===== src/hw/rtl/ata_pkg.sv =====
// Shared types, constants and the operation step table of the affine transform accumulator.
`timescale 1ns / 1ps

package ata_pkg;

  localparam int COEF_W     = 32;
  localparam int ACC_W      = 34;
  localparam int NUM_COEF   = 6;
  localparam int PROD_W     = 2 * COEF_W;
  localparam int FUNC_W     = 3;
  localparam int ANGLE_W    = 16;
  localparam int STEP_IDX_W = 3;

  localparam int XY_W      = 34;
  localparam int Z_W       = 36;
  localparam int ATAN_W    = 30;
  localparam int MAX_STEPS = 30;
  localparam int STEP_W    = 5;

  localparam logic signed [Z_W-1:0]  Z_PI      = 36'sd3373259426;
  localparam logic signed [Z_W-1:0]  Z_HALF_PI = 36'sd1686629713;
  localparam logic signed [XY_W-1:0] XY_GAIN   = 34'sd652032875;

  localparam logic [ATAN_W-1:0] ATAN_Q30 [MAX_STEPS] = '{
    30'd843314857, 30'd497837829, 30'd263043836, 30'd133525158, 30'd67021686,
    30'd33543515, 30'd16775850, 30'd8388437, 30'd4194282, 30'd2097149,
    30'd1048575, 30'd524287, 30'd262143, 30'd131071, 30'd65535,
    30'd32767, 30'd16383, 30'd8191, 30'd4095, 30'd2047,
    30'd1023, 30'd511, 30'd255, 30'd127, 30'd63,
    30'd31, 30'd15, 30'd8, 30'd4, 30'd2
  };

  localparam logic [FUNC_W-1:0] FN_RESET     = 3'd0;
  localparam logic [FUNC_W-1:0] FN_TRANSLATE = 3'd1;
  localparam logic [FUNC_W-1:0] FN_SCALE     = 3'd2;
  localparam logic [FUNC_W-1:0] FN_ROTATE    = 3'd3;
  localparam logic [FUNC_W-1:0] FN_SHEAR     = 3'd4;

  typedef logic [2:0] cidx_t;

  localparam cidx_t C00 = 3'd0;
  localparam cidx_t C01 = 3'd1;
  localparam cidx_t C02 = 3'd2;
  localparam cidx_t C10 = 3'd3;
  localparam cidx_t C11 = 3'd4;
  localparam cidx_t C12 = 3'd5;

  typedef enum logic [2:0] {
    B_X   = 3'd0,
    B_Y   = 3'd1,
    B_COS = 3'd2,
    B_SIN = 3'd3,
    B_ONE = 3'd4
  } bsel_t;

  typedef struct packed {
    cidx_t a_idx;
    bsel_t b_sel;
    logic  neg;
    logic  first;
    logic  last;
    cidx_t dest;
    logic  stop;
  } step_t;

  function automatic step_t mk_step(cidx_t a, bsel_t b, logic ng, logic fst, logic lst,
                                    cidx_t d, logic stp);
    step_t s;
    s.a_idx = a;
    s.b_sel = b;
    s.neg   = ng;
    s.first = fst;
    s.last  = lst;
    s.dest  = d;
    s.stop  = stp;
    return s;
  endfunction

  // Each step multiplies one old coefficient by one operand and adds the rounded product into
  // the running sum (subtracts it if neg is set); the last step of a group writes the saturated sum back.
  function automatic step_t step_rom(logic [FUNC_W-1:0] func, logic [STEP_IDX_W-1:0] idx);
    step_t s;
    s = '0;
    case (func)
      FN_TRANSLATE: begin
        case (idx)
          3'd0:    s = mk_step(C00, B_X,   1'b0, 1'b1, 1'b0, C02, 1'b0);
          3'd1:    s = mk_step(C01, B_Y,   1'b0, 1'b0, 1'b0, C02, 1'b0);
          3'd2:    s = mk_step(C02, B_ONE, 1'b0, 1'b0, 1'b1, C02, 1'b0);
          3'd3:    s = mk_step(C10, B_X,   1'b0, 1'b1, 1'b0, C12, 1'b0);
          3'd4:    s = mk_step(C11, B_Y,   1'b0, 1'b0, 1'b0, C12, 1'b0);
          default: s = mk_step(C12, B_ONE, 1'b0, 1'b0, 1'b1, C12, 1'b1);
        endcase
      end
      FN_SCALE: begin
        case (idx)
          3'd0:    s = mk_step(C00, B_X, 1'b0, 1'b1, 1'b1, C00, 1'b0);
          3'd1:    s = mk_step(C01, B_Y, 1'b0, 1'b1, 1'b1, C01, 1'b0);
          3'd2:    s = mk_step(C10, B_X, 1'b0, 1'b1, 1'b1, C10, 1'b0);
          default: s = mk_step(C11, B_Y, 1'b0, 1'b1, 1'b1, C11, 1'b1);
        endcase
      end
      FN_ROTATE: begin
        case (idx)
          3'd0:    s = mk_step(C00, B_COS, 1'b0, 1'b1, 1'b0, C00, 1'b0);
          3'd1:    s = mk_step(C01, B_SIN, 1'b1, 1'b0, 1'b1, C00, 1'b0);
          3'd2:    s = mk_step(C00, B_SIN, 1'b0, 1'b1, 1'b0, C01, 1'b0);
          3'd3:    s = mk_step(C01, B_COS, 1'b0, 1'b0, 1'b1, C01, 1'b0);
          3'd4:    s = mk_step(C10, B_COS, 1'b0, 1'b1, 1'b0, C10, 1'b0);
          3'd5:    s = mk_step(C11, B_SIN, 1'b1, 1'b0, 1'b1, C10, 1'b0);
          3'd6:    s = mk_step(C10, B_SIN, 1'b0, 1'b1, 1'b0, C11, 1'b0);
          default: s = mk_step(C11, B_COS, 1'b0, 1'b0, 1'b1, C11, 1'b1);
        endcase
      end
      FN_SHEAR: begin
        case (idx)
          3'd0:    s = mk_step(C00, B_ONE, 1'b0, 1'b1, 1'b0, C00, 1'b0);
          3'd1:    s = mk_step(C01, B_Y,   1'b0, 1'b0, 1'b1, C00, 1'b0);
          3'd2:    s = mk_step(C01, B_ONE, 1'b0, 1'b1, 1'b0, C01, 1'b0);
          3'd3:    s = mk_step(C00, B_X,   1'b0, 1'b0, 1'b1, C01, 1'b0);
          3'd4:    s = mk_step(C10, B_ONE, 1'b0, 1'b1, 1'b0, C10, 1'b0);
          3'd5:    s = mk_step(C11, B_Y,   1'b0, 1'b0, 1'b1, C10, 1'b0);
          3'd6:    s = mk_step(C11, B_ONE, 1'b0, 1'b1, 1'b0, C11, 1'b0);
          default: s = mk_step(C10, B_X,   1'b0, 1'b0, 1'b1, C11, 1'b1);
        endcase
      end
      default: s = mk_step(C00, B_ONE, 1'b0, 1'b1, 1'b1, C00, 1'b1);
    endcase
    return s;
  endfunction

endpackage


===== src/hw/rtl/ata_mul.sv =====
// Shared fixed-point multiplier with a product register, rounding and saturation.
`timescale 1ns / 1ps

module ata_mul
  import ata_pkg::*;
#(
  parameter int FRAC_BITS = 16
) (
  input  logic                     clk,
  input  logic signed [COEF_W-1:0] a,
  input  logic signed [COEF_W-1:0] b,
  output logic signed [COEF_W-1:0] res
);

  localparam logic signed [PROD_W-1:0] RND = PROD_W'((64'd1 << FRAC_BITS) >> 1);
  localparam logic signed [PROD_W-1:0] SAT_MAX = PROD_W'(64'sd2147483647);
  localparam logic signed [PROD_W-1:0] SAT_MIN = -PROD_W'(64'sd2147483648);

  logic signed [PROD_W-1:0] prod_r;
  logic signed [PROD_W-1:0] shifted;

  always_ff @(posedge clk) begin
    prod_r <= a * b;
  end

  always_comb begin
    shifted = (prod_r + RND) >>> FRAC_BITS;
    if (shifted > SAT_MAX) begin
      res = SAT_MAX[COEF_W-1:0];
    end else if (shifted < SAT_MIN) begin
      res = SAT_MIN[COEF_W-1:0];
    end else begin
      res = shifted[COEF_W-1:0];
    end
  end

endmodule


===== src/hw/rtl/ata_cordic.sv =====
// Iterative CORDIC unit that returns the sine and cosine of a Q3.12 angle.
`timescale 1ns / 1ps

module ata_cordic
  import ata_pkg::*;
#(
  parameter int FRAC_BITS    = 16,
  parameter int CORDIC_STEPS = 16
) (
  input  logic                      clk,
  input  logic                      rst_n,
  input  logic                      start,
  input  logic signed [ANGLE_W-1:0] angle,
  output logic                      done,
  output logic signed [COEF_W-1:0]  sin_q,
  output logic signed [COEF_W-1:0]  cos_q
);

  localparam int SHIFT = 30 - FRAC_BITS;
  localparam logic signed [XY_W-1:0] RND = XY_W'((64'd1 << SHIFT) >> 1);
  localparam logic signed [XY_W-1:0] ONE_XY = XY_W'(64'd1 << FRAC_BITS);
  localparam logic [STEP_W-1:0] LAST_STEP = STEP_W'(CORDIC_STEPS - 1);

  typedef enum logic [3:0] {
    C_IDLE = 4'b0001,
    C_RED  = 4'b0010,
    C_ITER = 4'b0100,
    C_FIN  = 4'b1000
  } cstate_t;

  cstate_t                  state_r, state_nxt;
  logic signed [Z_W-1:0]    z_r, z_nxt;
  logic signed [XY_W-1:0]   x_r, x_nxt;
  logic signed [XY_W-1:0]   y_r, y_nxt;
  logic                     neg_r, neg_nxt;
  logic [STEP_W-1:0]        i_r, i_nxt;
  logic                     done_r;
  logic signed [COEF_W-1:0] sin_r, cos_r;
  logic signed [XY_W-1:0]   x_sh, y_sh;
  logic signed [Z_W-1:0]    atan_z;
  logic signed [XY_W-1:0]   x_fin, y_fin;

  function automatic logic signed [COEF_W-1:0] to_q(input logic signed [XY_W-1:0] v);
    logic signed [XY_W-1:0] r;
    r = (v + RND) >>> SHIFT;
    if (r > ONE_XY) begin
      r = ONE_XY;
    end else if (r < -ONE_XY) begin
      r = -ONE_XY;
    end
    return r[COEF_W-1:0];
  endfunction

  always_comb begin
    x_sh   = x_r >>> i_r;
    y_sh   = y_r >>> i_r;
    atan_z = $signed({{(Z_W - ATAN_W){1'b0}}, ATAN_Q30[i_r]});
    x_fin  = neg_r ? -x_r : x_r;
    y_fin  = neg_r ? -y_r : y_r;
  end

  always_comb begin
    state_nxt = state_r;
    z_nxt     = z_r;
    x_nxt     = x_r;
    y_nxt     = y_r;
    neg_nxt   = neg_r;
    i_nxt     = i_r;
    unique case (state_r)
      C_IDLE: begin
        if (start) begin
          z_nxt     = $signed({{(Z_W - ANGLE_W - 18){angle[ANGLE_W-1]}}, angle, 18'b0});
          x_nxt     = XY_GAIN;
          y_nxt     = '0;
          neg_nxt   = 1'b0;
          i_nxt     = '0;
          state_nxt = C_RED;
        end
      end
      C_RED: begin
        if (z_r > Z_HALF_PI) begin
          z_nxt   = z_r - Z_PI;
          neg_nxt = ~neg_r;
        end else if (z_r < -Z_HALF_PI) begin
          z_nxt   = z_r + Z_PI;
          neg_nxt = ~neg_r;
        end else begin
          state_nxt = C_ITER;
        end
      end
      C_ITER: begin
        if (!z_r[Z_W-1]) begin
          x_nxt = x_r - y_sh;
          y_nxt = y_r + x_sh;
          z_nxt = z_r - atan_z;
        end else begin
          x_nxt = x_r + y_sh;
          y_nxt = y_r - x_sh;
          z_nxt = z_r + atan_z;
        end
        if (i_r == LAST_STEP) begin
          state_nxt = C_FIN;
        end else begin
          i_nxt = i_r + 1'b1;
        end
      end
      C_FIN: begin
        state_nxt = C_IDLE;
      end
      default: begin
        state_nxt = C_IDLE;
      end
    endcase
  end

  always_ff @(posedge clk) begin
    if (!rst_n) begin
      state_r <= C_IDLE;
      done_r  <= 1'b0;
    end else begin
      state_r <= state_nxt;
      done_r  <= (state_r == C_FIN);
    end
  end

  always_ff @(posedge clk) begin
    z_r   <= z_nxt;
    x_r   <= x_nxt;
    y_r   <= y_nxt;
    neg_r <= neg_nxt;
    i_r   <= i_nxt;
    if (state_r == C_FIN) begin
      cos_r <= to_q(x_fin);
      sin_r <= to_q(y_fin);
    end
  end

  assign done  = done_r;
  assign sin_q = sin_r;
  assign cos_q = cos_r;

endmodule


===== src/hw/rtl/affine_transform_accumulator.sv =====
// Top level of the affine transform accumulator: sequencer, coefficient store and result register.
//
//   Channel  Direction  Transfer condition       Payload
//   in_      input      in_valid && !in_stall    func, x_value, y_value, angle
//   out_     output     out_valid && !out_stall  c00 c01 c02 c10 c11 c12, identity_flag
//
// From the input transfer, reset and unused codes go straight to the done state; translate, scale
// and shear issue their steps to the multiplier; rotate first waits for the CORDIC unit, whose
// run depends on how many half turns the angle reduction takes.
// The rate is set by the CORDIC iterations and the single shared multiplier, one product a cycle.
// rst_n is synchronous; reset loads the identity matrix and empties the result register.
// A new item is taken while a result waits in the output register; the next result waits
// in turn until that one has been taken.
`timescale 1ns / 1ps

module affine_transform_accumulator
  import ata_pkg::*;
#(
  parameter int FRAC_BITS    = 16,
  parameter int CORDIC_STEPS = 16
) (
  input  logic                      clk,
  input  logic                      rst_n,
  input  logic                      in_valid,
  output logic                      in_stall,
  input  logic [FUNC_W-1:0]         in_func,
  input  logic signed [COEF_W-1:0]  in_x_value,
  input  logic signed [COEF_W-1:0]  in_y_value,
  input  logic signed [ANGLE_W-1:0] in_angle,
  output logic                      out_valid,
  input  logic                      out_stall,
  output logic signed [COEF_W-1:0]  out_c00,
  output logic signed [COEF_W-1:0]  out_c01,
  output logic signed [COEF_W-1:0]  out_c02,
  output logic signed [COEF_W-1:0]  out_c10,
  output logic signed [COEF_W-1:0]  out_c11,
  output logic signed [COEF_W-1:0]  out_c12,
  output logic                      out_identity_flag
);

  localparam logic signed [COEF_W-1:0] ONE = COEF_W'(64'd1 << FRAC_BITS);
  localparam logic signed [ACC_W-1:0]  ACC_MAX = ACC_W'(64'sd2147483647);
  localparam logic signed [ACC_W-1:0]  ACC_MIN = -ACC_W'(64'sd2147483648);

  typedef enum logic [4:0] {
    S_IDLE  = 5'b00001,
    S_CORD  = 5'b00010,
    S_ISSUE = 5'b00100,
    S_DRAIN = 5'b01000,
    S_DONE  = 5'b10000
  } state_t;

  state_t                   state_r, state_nxt;
  logic [FUNC_W-1:0]        func_r;
  logic signed [COEF_W-1:0] x_r, y_r;
  logic signed [COEF_W-1:0] coef_r [NUM_COEF];
  logic signed [COEF_W-1:0] old_r [NUM_COEF];
  logic [STEP_IDX_W-1:0]    step_r, step_nxt;
  step_t                    step;
  step_t                    term_r;
  logic                     term_valid_r, term_valid_nxt;
  logic signed [ACC_W-1:0]  acc_r, acc_nxt, acc_base, term_ext;
  logic signed [COEF_W-1:0] acc_sat;
  logic signed [COEF_W-1:0] mul_a, mul_b, mul_res;
  logic signed [COEF_W-1:0] sin_q, cos_q;
  logic                     cord_start, cord_done;
  logic                     in_accept, out_load, ident;
  logic                     out_valid_r, out_valid_nxt;
  logic signed [COEF_W-1:0] out_coef_r [NUM_COEF];
  logic                     out_ident_r;

  assign in_stall   = (state_r != S_IDLE);
  assign in_accept  = in_valid && !in_stall;
  assign cord_start = in_accept && (in_func == FN_ROTATE);
  assign step       = step_rom(func_r, step_r);

  ata_cordic #(
    .FRAC_BITS   (FRAC_BITS),
    .CORDIC_STEPS(CORDIC_STEPS)
  ) u_cordic (
    .clk  (clk),
    .rst_n(rst_n),
    .start(cord_start),
    .angle(in_angle),
    .done (cord_done),
    .sin_q(sin_q),
    .cos_q(cos_q)
  );

  always_comb begin
    mul_a = old_r[step.a_idx];
    case (step.b_sel)
      B_X:     mul_b = x_r;
      B_Y:     mul_b = y_r;
      B_COS:   mul_b = cos_q;
      B_SIN:   mul_b = sin_q;
      default: mul_b = ONE;
    endcase
  end

  ata_mul #(
    .FRAC_BITS(FRAC_BITS)
  ) u_mul (
    .clk(clk),
    .a  (mul_a),
    .b  (mul_b),
    .res(mul_res)
  );

  always_comb begin
    term_ext = ACC_W'(mul_res);
    acc_base = term_r.first ? '0 : acc_r;
    acc_nxt  = term_r.neg ? (acc_base - term_ext) : (acc_base + term_ext);
    if (acc_nxt > ACC_MAX) begin
      acc_sat = ACC_MAX[COEF_W-1:0];
    end else if (acc_nxt < ACC_MIN) begin
      acc_sat = ACC_MIN[COEF_W-1:0];
    end else begin
      acc_sat = acc_nxt[COEF_W-1:0];
    end
  end

  always_comb begin
    ident = (coef_r[C00] == ONE) && (coef_r[C11] == ONE) && (coef_r[C01] == '0) &&
            (coef_r[C02] == '0) && (coef_r[C10] == '0) && (coef_r[C12] == '0);
  end

  assign out_load = (state_r == S_DONE) && (!out_valid_r || !out_stall);

  always_comb begin
    state_nxt      = state_r;
    step_nxt       = step_r;
    term_valid_nxt = 1'b0;
    unique case (state_r)
      S_IDLE: begin
        step_nxt = '0;
        if (in_accept) begin
          if (in_func == FN_ROTATE) begin
            state_nxt = S_CORD;
          end else if ((in_func == FN_TRANSLATE) || (in_func == FN_SCALE) ||
                       (in_func == FN_SHEAR)) begin
            state_nxt = S_ISSUE;
          end else begin
            state_nxt = S_DONE;
          end
        end
      end
      S_CORD: begin
        if (cord_done) begin
          state_nxt = S_ISSUE;
        end
      end
      S_ISSUE: begin
        term_valid_nxt = 1'b1;
        if (step.stop) begin
          state_nxt = S_DRAIN;
        end else begin
          step_nxt = step_r + 1'b1;
        end
      end
      S_DRAIN: begin
        state_nxt = S_DONE;
      end
      S_DONE: begin
        if (out_load) begin
          state_nxt = S_IDLE;
        end
      end
      default: begin
        state_nxt = S_IDLE;
      end
    endcase
  end

  always_comb begin
    out_valid_nxt = out_valid_r;
    if (out_load) begin
      out_valid_nxt = 1'b1;
    end else if (out_valid_r && !out_stall) begin
      out_valid_nxt = 1'b0;
    end
  end

  always_ff @(posedge clk) begin
    if (!rst_n) begin
      state_r      <= S_IDLE;
      step_r       <= '0;
      term_valid_r <= 1'b0;
      out_valid_r  <= 1'b0;
      for (int k = 0; k < NUM_COEF; k++) begin
        coef_r[k] <= '0;
      end
      coef_r[C00] <= ONE;
      coef_r[C11] <= ONE;
    end else begin
      state_r      <= state_nxt;
      step_r       <= step_nxt;
      term_valid_r <= term_valid_nxt;
      out_valid_r  <= out_valid_nxt;
      if (in_accept && (in_func == FN_RESET)) begin
        for (int k = 0; k < NUM_COEF; k++) begin
          coef_r[k] <= '0;
        end
        coef_r[C00] <= ONE;
        coef_r[C11] <= ONE;
      end else if (term_valid_r && term_r.last) begin
        coef_r[term_r.dest] <= acc_sat;
      end
    end
  end

  always_ff @(posedge clk) begin
    if (in_accept) begin
      func_r <= in_func;
      x_r    <= in_x_value;
      y_r    <= in_y_value;
      for (int k = 0; k < NUM_COEF; k++) begin
        old_r[k] <= coef_r[k];
      end
    end
    term_r <= step;
    if (term_valid_r) begin
      acc_r <= acc_nxt;
    end
    if (out_load) begin
      for (int k = 0; k < NUM_COEF; k++) begin
        out_coef_r[k] <= coef_r[k];
      end
      out_ident_r <= ident;
    end
  end

  assign out_valid         = out_valid_r;
  assign out_c00           = out_coef_r[C00];
  assign out_c01           = out_coef_r[C01];
  assign out_c02           = out_coef_r[C02];
  assign out_c10           = out_coef_r[C10];
  assign out_c11           = out_coef_r[C11];
  assign out_c12           = out_coef_r[C12];
  assign out_identity_flag = out_ident_r;

  a_drain_has_term: assert property (@(posedge clk) disable iff (!rst_n)
    (state_r == S_DRAIN) |-> term_valid_r)
    else $error("The last product is not being accumulated while draining.");

  a_term_in_issue: assert property (@(posedge clk) disable iff (!rst_n)
    term_valid_r |-> ((state_r == S_ISSUE) || (state_r == S_DRAIN)))
    else $error("A product is accumulated outside the issue phase.");

  a_cordic_waited: assert property (@(posedge clk) disable iff (!rst_n)
    cord_done |-> (state_r == S_CORD))
    else $error("The CORDIC unit finished while the sequencer was not waiting for it.");

  a_reset_identity: assert property (@(posedge clk) disable iff (!rst_n)
    ((state_r == S_DONE) && (func_r == FN_RESET)) |-> ident)
    else $error("The matrix is not the identity after a reset operation.");

endmodule

===== config.mk =====
export PLATFORM = sky130hd
export DESIGN_NAME = affine_transform_accumulator
export DESIGN_NICKNAME = d
export VERILOG_FILES = /design/src/hw/rtl/ata_pkg.sv /design/src/hw/rtl/ata_mul.sv /design/src/hw/rtl/ata_cordic.sv /design/src/hw/rtl/affine_transform_accumulator.sv
export SDC_FILE = /design/constraint.sdc
export NUM_CORES = 2
export LEC_CHECK = 0
export BUFFER_PORTS_ARGS = -buffer_cell sky130_fd_sc_hd__buf_2
export CAP_MARGIN = 20
export CORE_ASPECT_RATIO = 0.8
export CORE_UTILIZATION = 50
export CTS_CLUSTER_DIAMETER = 80
export CTS_CLUSTER_SIZE = 20
export DETAILED_ROUTE_END_ITERATION = 10
export PLACE_DENSITY = 0.66
export SLEW_MARGIN = 20
export SYNTH_ARGS = -nofsm -noshare
export SYNTH_HDL_FRONTEND = slang
export SYNTH_SLANG_ARGS = --single-unit
export TNS_END_PERCENT = 50

===== constraint.sdc =====
create_clock -name clk -period 20.2 [get_ports clk]
set_input_delay 1.01 -clock clk [delete_from_list [all_inputs] [get_ports clk]]
set_output_delay 1.01 -clock clk [all_outputs]
set_load 0.03 [all_outputs]

==> flow_summary_export.csv <==
group,metric,value,unit
hold_path,hp-class,"input pin to flop",
drt,drc_errors,0,
cells_and_area,layout_commonest_cell,"inv_1",
yosys,syn_inst,8639,
worst_setup_path,cp-startpoint,"step_r[2]",
timing,setup_tns,0,ns
worst_setup_path,max_stage_delay,0.75,ns
cells_and_area,drive_gt1_share,8.81,%
yosys,synthMuxAreaShare,3.96,%
die,initial_core_util,50.6,%
worst_setup_path,path_class,"flop to flop",
worst_setup_path,end_kind,"flop",
cts,clock_latency,0.76,ns
drt,drtIter0Drc,7059,
yosys,synth_fp_nets,10185,
yosys,yosys.area_share.xor_xnor,4.23,%
yosys,seq_area_frac_synth,30.5,%
cts,cts_max_path_buffers,3,
worst_setup_path,cp_slowest_cell,"dfxtp_1",
worst_setup_path,crit_path_start_kind,"flop",
die,io_pins,282,
yosys,synth_seq_cells,898,
global_routing,grt_pass1_wl,402000,um
timing,final-max-slew-violation-count,0,
worst_setup_path,cp.arrival,13.77,ns
yosys,avgSynthCellArea,9.98,um2
die,std_cell_rows,135,
placement,place_congestion,0.944,
yosys,yosys_warnings,0,
yosys,synthSimpleGateAreaFrac,13.8,%
timing,period_share,65.4,%
hold_path,min_from,"in_x_value[0]",
drt,ant_nets,0,
status,status,"completed",
drt,num_vias,65183,
drt,via_per_inst,5.92,
timing,max-slew-margin-rel,14.6,%
cells_and_area,area_growth,6.87,%
worst_setup_path,cp_max_fo,48,
placement,dpl.hpwl,204000,um
worst_setup_path,crit_family,"adder cells",
global_routing,grt_max_degree,169,
timing,finalHoldViolCount,0,
die,dieArea,174000,um2
cts,cts_hold_buf,0,
drt,wl,263000,um
yosys,synth_edf_count,828,
cells_and_area,nFillCells,14926,
cts,cts_resized,0,
worst_setup_path,path_buf_inv,8,
worst_setup_path,crit_required,20.76,ns
yosys,synthFlopType,"edfxtp_1",
yosys,synth_compound_area_share,9.54,%
global_routing,grt_pass1_vias,65372,
global_routing,antenna_found_initial,6,
cells_and_area,final_cell_mix,"inv_1 (1209), fa_1 (1086), nand2_1 (950)",
yosys,synth_area_leaders,"edfxtp_1 (29%), fa_1 (25%), ha_1 (5.4%)",
cts,path_clk_slew,0.08,ns
cts,cts_tree,"built",
global_routing,grt.total_usage,30.3,%
timing,fmax,0.0757,GHz
yosys,yosys.area_share.adder,30.6,%
cts,cts.sinks,898,
yosys,syn_area,86200,um2
timing,tightest_slew,1.28,ns
yosys,synth_top_family_by_area,"adder cells",
cells_and_area,fin_nets,10243,
drt,drt_pass1_iterations,8,
timing,skew,0.0872,ns
yosys,ys_types,102,
die,core-area,170000,um2
timing,rsz0062_at_grt,"no",
cts,cts-root-buf,"clkbuf_16",
yosys,synth_largest_area_cell,"edfxtp_1",
worst_setup_path,reg2reg_from,"step_r[2]",
run,drv_cap,0,
cts,htreeDepth,2,
yosys,synth.top_cell.area_share,28.8,%
die,die_height,373,um
yosys,async_flop_share,0,%
global_routing,overflow,0,
placement,io_buffers,281,
cts,numCtsBuffers,60,
timing,final.min_clock_period,13.21,ns
timing,setup_viol,0,
cts,cts_setup_buffers,0,
worst_setup_path,cp_common_cell,"fa_1",
die,die_x,466,um
drt,wl_per_cell,23.9,um
cells by family (layout without fill, tap and decap cells):
family | after synthesis | after routing
other cells | 0 | 5
fa+ha+maj | 1459 | 1459
xor+xnor | 416 | 416
mux | 250 | 250
simple gates | 2659 | 2659
compound gates | 1324 | 1324
buf+inv | 1633 | 1732
flops | 898 | 898
through the flow:
stage | util (%) | cells | area (um2) | setup slack, ns | hold slack [ns]
2_1_floorplan | - | 8639 | 86200 | 7.40 | 0.436
4_1_cts | 54.1 | 10998 | 92100 | 7.11 | 0.442
3_5_place_dp | 52.9 | 10895 | 90100 | 7.17 | 0.474
3_3_place_gp | 52.9 | 10895 | 90100 | 7.48 | 0.462
6_report | 54.1 | 11003 | 92100 | 6.99 | 0.477
5_1_grt | 54.1 | 10998 | 92100 | 6.32 | 0.449
layout make-up:
cell class | instances | area [um2] | share of cell area, %
timing repair buffer | 414 | 2420 | 2.62
inverter | 1215 | 4560 | 4.95
sequential | 898 | 26300 | 28.5
multi-input combinational | 6108 | 54100 | 58.7
clock buffer | 80 | 1590 | 1.72
clock inverter | 23 | 357 | 0.387
tap | 2260 | 2830 | 3.07
antenna | 5 | 12.5 | 0.0136
path summary, 6_finish.rpt:
| kind | cells past startpoint | endpoint | slack, ns |
|---|---|---|---|
| min reg2reg | 0 | old_r[2][22] | 0.49 |
| min | 1 | x_r[0] | 0.48 |
| max reg2reg | 41 | u_mul.prod_r[63] | 6.99 |
| max | 41 | u_mul.prod_r[63] | 6.99 |
cells in the mapped netlist (38+ instances only):
master    instances
inv_1          1210
fa_1           1086
nand2_1         953
nor2_1          896
edfxtp_1        828
ha_1            373
a21oi_1         312
clkbuf_1        301
o21ai_0         293
xnor2_1         256
xor2_1          160
o21ai_1         158
nand3_1         144
mux2i_1         124
nor3_1           99
a21o_1           90
nor2b_1          88
nand2b_1         71
nor4_1           71
dfxtp_1          70
mux4_2           67
a31oi_1          63
and3_1           61
nand4_1          60
mux2_2           59
and2_1           51
buf_1            51
o21a_1           48
buf_2            39
or3_1            38
registers in the layout (all words and copies together), names as in the netlist:
register,cells
coef_r,192
old_r,192
out_coef_r,192
u_mul.prod_r,49
u_cordic.z_r,36
acc_r,34
u_cordic.x_r,34
u_cordic.y_r,34
x_r,32
y_r,32
u_cordic.cos_q,20
u_cordic.sin_q,20
term_r,6
state_r,5
u_cordic.i_r,5
u_cordic.state_r,4
func_r,3
step_r,3
out_identity_flag,1
out_valid,1
term_valid_r,1
u_cordic.done,1
u_cordic.neg_r,1
routing by layer:
metal / vias to the layer above / track usage [%] / routed length [um]
met1: 32723 / 41.5 / 105000
met5: - / 0 / 13
met2: 3228 / 47.9 / 121000
met3: 465 / 7.02 / 27500
met4: 2 / 9.38 / 9120
li1: 28765 / - / -
Power is not shown: default switching activity piles up to over one toggle a cycle in this logic, so the estimate is an artifact.
